### src/hdl/tos_pkg.sv
// Shared types and constants for the TCP option scanner.
// Depends on nothing; used by the walk logic, the top level and the checker.
package tos_pkg;

    // Option kinds and field values on the wire
    localparam logic [7:0] KIND_EOL    = 8'd0;
    localparam logic [7:0] KIND_NOP    = 8'd1;
    localparam logic [7:0] KIND_TS     = 8'd8;
    localparam logic [7:0] KIND_MPTCP  = 8'd30;
    localparam logic [7:0] TS_LEN      = 8'd10;
    localparam logic [7:0] MIN_OPT_LEN = 8'd2;
    localparam logic [3:0] MP_SUB_JOIN = 4'd1;

    // Fixed TCP header size, the echo reply's place in a timestamp option, body indices
    localparam logic [5:0] BASE_HDR_BYTES = 6'd20;
    localparam logic [3:0] MIN_HDR_WORDS  = 4'd5;
    localparam logic [5:0] ECR_REL_OFFSET = 6'd5;
    localparam logic [5:0] ECR_FIRST_IDX  = 6'd6;
    localparam logic [5:0] ECR_LAST_IDX   = 6'd9;
    localparam logic [5:0] MP_SUB_IDX     = 6'd2;
    localparam logic [5:0] BODY_FIRST_IDX = 6'd2;

    typedef struct packed {
        logic       start_req;
        logic [3:0] header_words;
        logic [7:0] opt_byte;
    } t_in_item;

    typedef struct packed {
        logic        done_res;
        logic        is_mptcp;
        logic        is_mpjoin;
        logic        ecr_found;
        logic [31:0] ecr_value;
        logic [5:0]  ecr_offset;
    } t_out_item;

    typedef enum logic [2:0] {
        PH_KIND = 3'b001,
        PH_LEN  = 3'b010,
        PH_BODY = 3'b100
    } t_phase;

    typedef struct packed {
        logic mp;
        logic mpjoin;
        logic ts_seen;
        logic ecr_ok;
    } t_flags;

    typedef struct packed {
        logic [5:0]  byte_pos;
        logic [5:0]  area_len;
        t_phase      phase;
        logic [7:0]  cur_kind;
        logic [5:0]  bytes_left;
        logic [5:0]  byte_idx;
        logic        stopped;
        t_flags      flags;
        logic [31:0] echo_reply;
        logic [5:0]  echo_offset;
    } t_walk_state;

    localparam t_walk_state WALK_RESET = '{
        byte_pos:    6'd0,
        area_len:    6'd0,
        phase:       PH_KIND,
        cur_kind:    8'd0,
        bytes_left:  6'd0,
        byte_idx:    6'd0,
        stopped:     1'b0,
        flags:       '0,
        echo_reply:  32'd0,
        echo_offset: 6'd0
    };

endpackage

### src/hdl/tos_walk.sv
// Next-state and result logic for one options byte of the TCP option scanner.
// Depends on tos_pkg; purely combinational, registered by the top level.
module tos_walk
    import tos_pkg::*;
(
    input  t_walk_state i_state,
    input  t_in_item    i_item,
    output t_walk_state o_state,
    output t_out_item   o_result
);

    t_walk_state cur;
    t_walk_state nxt;
    logic        done;
    logic        target;
    logic [5:0]  rem;
    logic [7:0]  b;

    always_comb begin
        b      = i_item.opt_byte;
        target = 1'b0;
        done   = 1'b0;

        // Restart the walk on a start transaction, abandoning any area in progress
        cur = i_state;
        if (i_item.start_req) begin
            cur = WALK_RESET;
            if (i_item.header_words >= MIN_HDR_WORDS) begin
                cur.area_len = {i_item.header_words, 2'b00} - BASE_HDR_BYTES;
            end else begin
                cur.area_len = 6'd0;
            end
        end

        rem = cur.area_len - cur.byte_pos;
        nxt = cur;

        if (cur.byte_pos >= cur.area_len) begin
            // Outside an area: only an empty-area start is answered
            done = i_item.start_req;
        end else begin
            // Advance the walk unless it has already stopped
            if (!cur.stopped) begin
                case (cur.phase)
                    PH_KIND: begin
                        if (b == KIND_EOL) begin
                            nxt.stopped = 1'b1;
                        end else if (b == KIND_NOP) begin
                            nxt.stopped = cur.stopped;
                        end else if (rem <= 6'd1) begin
                            nxt.stopped = 1'b1;
                        end else begin
                            nxt.cur_kind   = b;
                            nxt.bytes_left = rem;
                            nxt.phase      = PH_LEN;
                        end
                    end
                    PH_LEN: begin
                        if (b < MIN_OPT_LEN || b > {2'b00, cur.bytes_left}) begin
                            nxt.stopped = 1'b1;
                        end else begin
                            // Latch only the first complete option of each kind
                            if (cur.cur_kind == KIND_MPTCP && !cur.flags.mp) begin
                                nxt.flags.mp = 1'b1;
                                target       = 1'b1;
                            end else if (cur.cur_kind == KIND_TS && !cur.flags.ts_seen) begin
                                nxt.flags.ts_seen = 1'b1;
                                if (b == TS_LEN) begin
                                    nxt.flags.ecr_ok = 1'b1;
                                    nxt.echo_offset  = cur.byte_pos + ECR_REL_OFFSET;
                                    target           = 1'b1;
                                end
                            end
                            nxt.cur_kind   = target ? cur.cur_kind : 8'd0;
                            nxt.bytes_left = b[5:0] - 6'd2;
                            nxt.byte_idx   = BODY_FIRST_IDX;
                            nxt.phase      = (b[5:0] != 6'd2) ? PH_BODY : PH_KIND;
                        end
                    end
                    PH_BODY: begin
                        if (cur.cur_kind == KIND_MPTCP && cur.byte_idx == MP_SUB_IDX
                                && b[7:4] == MP_SUB_JOIN) begin
                            nxt.flags.mpjoin = 1'b1;
                        end
                        if (cur.cur_kind == KIND_TS
                                && cur.byte_idx inside {[ECR_FIRST_IDX:ECR_LAST_IDX]}) begin
                            nxt.echo_reply = {cur.echo_reply[23:0], b};
                        end
                        nxt.byte_idx   = cur.byte_idx + 6'd1;
                        nxt.bytes_left = cur.bytes_left - 6'd1;
                        if (cur.bytes_left == 6'd1) begin
                            nxt.phase = PH_KIND;
                        end
                    end
                    default: begin
                        nxt.stopped = 1'b1;
                    end
                endcase
            end
            nxt.byte_pos = cur.byte_pos + 6'd1;
            done         = (nxt.byte_pos == cur.area_len);
        end

        // Report the findings only on the transaction that closes the area
        o_result = '0;
        if (done) begin
            o_result.done_res  = 1'b1;
            o_result.is_mptcp  = nxt.flags.mp;
            o_result.is_mpjoin = nxt.flags.mpjoin;
            o_result.ecr_found = nxt.flags.ecr_ok;
            if (nxt.flags.ecr_ok) begin
                o_result.ecr_value  = nxt.echo_reply;
                o_result.ecr_offset = nxt.echo_offset;
            end
        end

        o_state = nxt;
    end

endmodule

### src/hdl/tcp_option_scanner_top.sv
// Top level of the TCP option scanner: walk state register plus skid-buffered result.
// Depends on tos_pkg and tos_walk.
//
// The scanner takes one TCP options byte per transaction and returns exactly one
// result per input transaction, registered after acceptance. It sustains one byte
// per clock: the whole per-byte option walk is a single combinational update of the
// walk state register, and a two-entry output stage (result register plus skid
// register) keeps accepting while a result waits. The input stalls only when both
// output entries are full. A result carries done_res=1 on the last byte of an
// options area (or on the start transaction of an empty area); all other fields are
// zero until then. There is no reset sweep and no configuration.
module tcp_option_scanner_top
    import tos_pkg::*;
(
    input  logic      i_clk,
    input  logic      i_rst_n,
    input  logic      i_in_valid,
    output logic      o_in_ready,
    input  t_in_item  i_in_data,
    output logic      o_out_valid,
    input  logic      i_out_ready,
    output t_out_item o_out_data
);

    t_walk_state r_state;
    t_walk_state n_state;
    t_out_item   n_result;
    t_out_item   r_out;
    t_out_item   r_skid;
    logic        r_out_valid;
    logic        r_skid_valid;
    logic        accept;
    logic        pop;

    tos_walk u_walk (
        .i_state  (r_state),
        .i_item   (i_in_data),
        .o_state  (n_state),
        .o_result (n_result)
    );

    assign o_in_ready  = !r_skid_valid;
    assign accept      = i_in_valid && o_in_ready;
    assign pop         = r_out_valid && i_out_ready;
    assign o_out_valid = r_out_valid;
    assign o_out_data  = r_out;

    // Advance the walk state on each accepted transaction
    always_ff @(posedge i_clk) begin
        if (!i_rst_n) begin
            r_state <= WALK_RESET;
        end else if (accept) begin
            r_state <= n_state;
        end
    end

    // Hold results in the output register, spill to the skid register when stalled
    always_ff @(posedge i_clk) begin
        if (!i_rst_n) begin
            r_out_valid  <= 1'b0;
            r_skid_valid <= 1'b0;
        end else if (r_skid_valid) begin
            if (pop) begin
                r_skid_valid <= 1'b0;
            end
        end else if (accept) begin
            if (!r_out_valid || pop) begin
                r_out_valid <= 1'b1;
            end else begin
                r_skid_valid <= 1'b1;
            end
        end else if (pop) begin
            r_out_valid <= 1'b0;
        end
    end

    // Payload registers, no reset needed
    always_ff @(posedge i_clk) begin
        if (r_skid_valid) begin
            if (pop) begin
                r_out <= r_skid;
            end
        end else if (accept) begin
            if (!r_out_valid || pop) begin
                r_out <= n_result;
            end else begin
                r_skid <= n_result;
            end
        end
    end

endmodule

### config.mk
export PLATFORM = sky130hd
export DESIGN_NAME = tcp_option_scanner_top
export DESIGN_NICKNAME = d
export VERILOG_FILES = /design/src/hdl/tos_pkg.sv /design/src/hdl/tos_walk.sv /design/src/hdl/tcp_option_scanner_top.sv
export SDC_FILE = /design/constraint.sdc
export NUM_CORES = 1
export LEC_CHECK = 0
export BUFFER_PORTS_ARGS = -buffer_cell sky130_fd_sc_hd__buf_2
export CAP_MARGIN = 20
export CORE_ASPECT_RATIO = 1.2
export CORE_UTILIZATION = 53
export DETAILED_ROUTE_END_ITERATION = 8
export GPL_TIMING_DRIVEN = 1
export PLACE_DENSITY = 0.71
export SKIP_CTS_REPAIR_TIMING = 1
export SYNTH_ARGS = -nofsm -noshare
export SYNTH_HDL_FRONTEND = slang
export SYNTH_SLANG_ARGS = --single-unit
### constraint.sdc
create_clock -name i_clk -period 5.9 [get_ports i_clk]
set_clock_uncertainty 0.2 [all_clocks]
set_input_delay 1.18 -clock i_clk [delete_from_list [all_inputs] [get_ports i_clk]]
set_output_delay 1.18 -clock i_clk [all_outputs]
set_load 0.005 [all_outputs]
Yosys cells after proc, flatten, opt, wreduce, memory -nomap -nowiden
Cells that the tools add are included.

storage, ports and cells
  output and inout port bits = 44
  logic and storage cells = 137
  input bits = 17
  bits in registers = 164

operators by class
  bitwise operators = 2
  equal/unequal tests = 14
  $add $sub $neg = 7
  reductions and logical operators = 21
  multiplexer cells = 59
  $lt $le $gt $ge = 7

operator list
  operator                                                                      count
  42-bit two-way mux                                                            5
  66-bit two-way mux                                                            2
  78-bit two-way mux                                                            1
  32-bit two-way mux                                                            2
  17-bit two-way mux                                                            3
  6-bit two-way mux                                                             7
  38-bit two-way mux                                                            1
  1-bit two-way mux                                                             25
  23-bit two-way mux                                                            1
  6-bit case mux with 3 select lines                                            1
  8-bit by 4-bit equality test with 1-bit output, second input constant         2
  8-bit case mux with 2 select lines                                            1
  6-bit by 1-bit adder with 6-bit output, second input constant                 2
  6-bit case mux with 2 select lines                                            1
  3-bit case mux with 3 select lines                                            1
  3-bit AND reduction                                                           3
  8-bit by 1-bit equality test with 1-bit output, second input constant         1
  8-bit by 5-bit equality test with 1-bit output, second input constant         1
  8-bit by 6-bit greater-than comparator with 1-bit output                      1
  1-bit logical AND                                                             8
  8-bit logical NOT                                                             1
  8-bit by 2-bit less-than comparator with 1-bit output, second input constant  1
  2-bit two-way mux                                                             4
  8-bit two-way mux                                                             1
  other kinds (25)                                                              34

Depth between registers and ports, before layout
  depth in word-level cells = 21
  gate-level depth with buffers = 18
  depth with buffers taken out = 15

Cells and area by module
A second synthesis with hierarchy kept.

unflattened totals
  cells, all modules = 1,007
  area, all modules = 9,605.5 µm²

by module, submodules not included
  module                  cells an instance  area an instance (µm²)  seq. area each (µm²)  times used
  tcp_option_scanner_top  483                6,233.5                 4,124.0               1
  tos_walk                524                3,372.0                 0.0                   1

Worst setup path before layout
No wires, ideal clock.

  kind = input -> register
  start = in i_in_data[12] (netlist name)
  end = reg r_out, in the netlist o_out_data[10], data pin
  stages on the path = 18
  setup slack = 775 ps
  path buffers = 8
  arrival time = 4,657 ps
  library setup time = 268 ps
  required time = 5,432 ps
  path through = clkbuf_1 buf_2 buf_2 clkbuf_1 clkbuf_1 mux2_2 ha_1 nand3_1 o311ai_1 o21ba_2 or3_1 buf_2 or3_1 buf_2 buf_2 and3_1 a21oi_1 o31ai_1

on the way
  cells in the longest elaborated chain, start to end = 14
  elaborated cells on any way between the ends = 33
  those cells by class = add/sub: 1; order compare: 4; eq/ne: 5; mux: 16; reduce/logical: 7

RTL lines
  element                                                                                                            line                          text
  start: declaration                                                                                                 tcp_option_scanner_top.sv:19  input t_in_item i_in_data,
  parallel branches: the longest is 10 deep, another holds 8-bit by 6-bit greater-than comparator with 1-bit output  --
  42-bit two-way mux *                                                                                               tos_walk.sv:106               if (done) begin
  42-bit two-way mux *                                                                                               tcp_option_scanner_top.sv:84  if (!r_out_valid || pop) begin
  42-bit two-way mux *                                                                                               tcp_option_scanner_top.sv:83  end else if (accept) begin
  42-bit two-way mux *                                                                                               tcp_option_scanner_top.sv:79  if (r_skid_valid) begin
  end signal: assignment                                                                                             tcp_option_scanner_top.sv:81  r_out <= r_skid;
  end signal: assignment                                                                                             tcp_option_scanner_top.sv:85  r_out <= n_result;
  end: declaration                                                                                                   tcp_option_scanner_top.sv:28  t_out_item r_out;

Mark *: on every way between the ends. The select of a mux whose other input is x is not followed.
A chain may end at the register's enable or synchronous reset.

==> results by group <==
Timing
  • Final worst path period need: 5.01 ns
  • Final setup vio count: 0
  • Setup TNS: 0 ns
  • Count of pins over their slew limit: 0
  • Fmax: 0.200 GHz
  • Slew @ Worst Pin: 1.07 ns
  • Final hold violation count: 0
  • Final Cycle Share: 84.8%
  • Unrepaired setup endpoints after global routing: false
  • Max_slew headroom: between 20% and 30%

Clock tree
  • Clock Pin Slew Worst Setup and Hold Paths: roughly 0.060 ns
  • CTS tree: done
  • H-tree lvl count: 4
  • Total CTS buffers: 17
  • Clk buf depth: 2
  • Num Clock Sinks: between 150 and 200
  • Clock latency on the worst-skew pair: 0.43 ns
  • Clock Tree Root: clkbuf_16

Synth
  • Mapped Area: 8830 um2
  • Synthesis-stage register bit count: 164
  • Register area share after synthesis: 46.7%
  • Asr flop ratio synth: 0%
  • Synth Net Count: 972
  • Synth Instances: 931
  • Yosys warns: 0
  • Netlist cell types: 73
  • Dominant synthesized flop cell: edfxtp_1
  • Post-synth EDFFs: 84
  • Syn Area/Cell: approximately 9.5 um2

Floorplan
  • Chip Width: around 120 um
  • Core area: 16300 um2
  • Row cnt: just over 50
  • Die height: 143 um
  • IO Pins: 61
  • Die area: approximately 17000 um2
  • Initial core utilization: 54.3%

Final layout
  • Multi-input gate area: about 4300 um2
  • Nets: 1009
  • Final Cell Area: 9860 um2
  • ANT cells: 0
  • Fillers: 1412
  • P&R area growth vs syn: 11.7%
  • Share of cells above drive strength 1: a little under a fifth
  • FF/Latch Area: 4120 um2

Global routing
  • Largest net degree at the start of global routing: 53
  • Vias in the first global route: roughly 7000
  • Tot GR Track Use: 27.7%
  • Initial antenna violation count: 0
  • Grt ovf: 0
  • First-pass GRT wire length: 37000 um

Detailed routing
  • Post-DR vias/cell: 6.10
  • Drt total wl: between 20000 and 25000 um
  • Routed Antenna Nets: 0
  • First-pass detailed-route iteration total: 5
  • First-iteration detailed-routing DRC count: roughly 600
  • Via count: 7279
  • Post-route DRC: 0
  • Routed wire length per instance: 19.2 um

Placed design
  • GPL Wtd Cong: between 0.9 and 1
  • DP HPWL: ~15000 um
  • Port bufs: 60
  • Post-DP Area: between 9000 and 10000 um2

Power and ir drop
  • Total power per unit cell area: 274 nW/um2
  • Pleak: 0.00352 uW
  • Net Sw Power: 737 uW
  • Clock power frac: 39.3%
  • Int Power: 1970 uW
  • Switch share: 27.3%
  • Comb power frac: a little over an eighth
  • Peak supply drop: 0.189 mV
  • Sequential power share: between 40% and 50%

Outcome
  • Status: finished, final reports clean

Worst setup path
  • Critical path launch point type: input pin
  • CP Capture Type: flip-flop
  • Critical path type: input pin to flip-flop
  • Worst Path Arrival: 5.10 ns
  • Largest fanout on the critical path: 52
  • Req. time, crit path: 6.00 ns

Worst hold path
  • Hold Crit Class: flip-flop to flip-flop

Flow run
  • Max-cap violations: 0
## worst max-delay path, stage by stage
cell and delay [ns]:
buf_2 0.10, inv_1 0.05, ha_1 0.19, nand2b_1 0.14
a21oi_1 0.22, nor3_1 0.08, a21o_1 0.18, ha_1 0.39
nand2_1 0.09, o311ai_1 0.26, o21ba_2 0.21, or3_1 0.45
or4_2 0.71, buf_4 0.36, a21oi_1 0.27, mux2_2 0.18
## Yosys cell counts, types with 9 or more instances
library cell / count / area (um2)
a21boi_0: 14 / 105
a21oi_1: 49 / 245
a21oi_2: 24 / 210
a22o_1: 28 / 245
a22oi_1: 16 / 120
a31oi_1: 13 / 81.3
and2_1: 10 / 62.6
and3_1: 21 / 131
buf_2: 15 / 75.1
clkbuf_1: 42 / 158
dfxtp_1: 80 / 1600
edfxtp_1: 84 / 2520
ha_1: 23 / 288
inv_1: 26 / 97.6
mux2_2: 28 / 315
nand2_1: 129 / 484
nand2b_1: 9 / 56.3
nand3_1: 21 / 105
nor2_1: 54 / 203
nor2b_1: 26 / 163
nor3_1: 18 / 90.1
o21ai_0: 62 / 310
o31ai_1: 17 / 128
## flip-flops by register name, summed over array words and instances, names as in the netlist
signal,flops
r_state,78
o_out_valid,1
r_skid,42
o_out_data,42
r_skid_valid,1
## kinds of logic (layout without fill, tap and decap cells)
group / count (synthesis) / in the layout / share of synthesized area [%]
compound gates: 280 / 280 / 21.9
xor+xnor: 15 / 15 / 1.57
fa+ha+maj: 24 / 24 / 3.49
buf+inv: 89 / 139 / 4.34
flops: 164 / 164 / 46.7
mux: 30 / 30 / 3.80
simple gates: 329 / 329 / 18.2
## path summary, 6_finish.rpt
kind	depth (start not counted)	start	endpoint	slack, ns
worst max-delay path	16	i_in_data[9]	o_out_data[14]	0.89
worst min-delay path	2	r_state[5]	r_state[5]	0.25
worst max register to register	11	r_state[75]	o_out_data[14]	1.79
worst min register to register	2	r_state[5]	r_state[5]	0.25
## power groups by stage
stage          logic, uW  registers (uW)  clock network (uW)
3_5_place_dp         357            1300                   0
2_1_floorplan        238            1290                   0
3_3_place_gp         355            1300                   0
4_1_cts              358            1280                1070
6_report             367            1270                1060
5_1_grt              405            1280                1120
## layout by cell type, fill, tap and decap left out, types with 20 or more instances in the layout
cell      instances
buf_2            60
nand3_1          21
nor2_1           54
a22o_1           28
edfxtp_1         84
inv_1            26
ha_1             23
buf_4            20
o21ai_0          62
dfxtp_1          80
a21oi_2          24
nand2_1         129
and3_1           20
nor2b_1          26
mux2_2           28
a21oi_1          48
## cell type report
cell class | count | area share [%]
flip-flops and latches | 164 | 41.8
inverters | 26 | 0.989
repair buffers | 81 | 4.85
multi-input cells | 678 | 44.0
clock buffers | 18 | 4.35
well taps | 212 | 2.69
clock inverters | 14 | 1.28
## layer usage
metal / wire (um) / track usage, %
met4: 691 / 13.7
met5: 0 / 0
met1: 9350 / 32.7
met2: 11800 / 48.6
met3: 1110 / 5.00
## metrics by stage
stage | cells | setup slack [ns] | total power (uW) | utilization [%] | hold slack, ns
after global routing | 1193 | 0.617 | 2800 | 60.6 | 0.286
after CTS | 1192 | 0.920 | 2710 | 60.4 | 0.254
after floorplan | 931 | 0.775 | 1530 | - | 0.216
final | 1193 | 0.895 | 2700 | 60.6 | 0.254
after detailed placement | 1160 | 0.503 | 1660 | 57.0 | 0.239
after global placement | 1160 | 0.622 | 1660 | 57.0 | 0.227
Note: power is estimated with default switching activity, not from simulation.
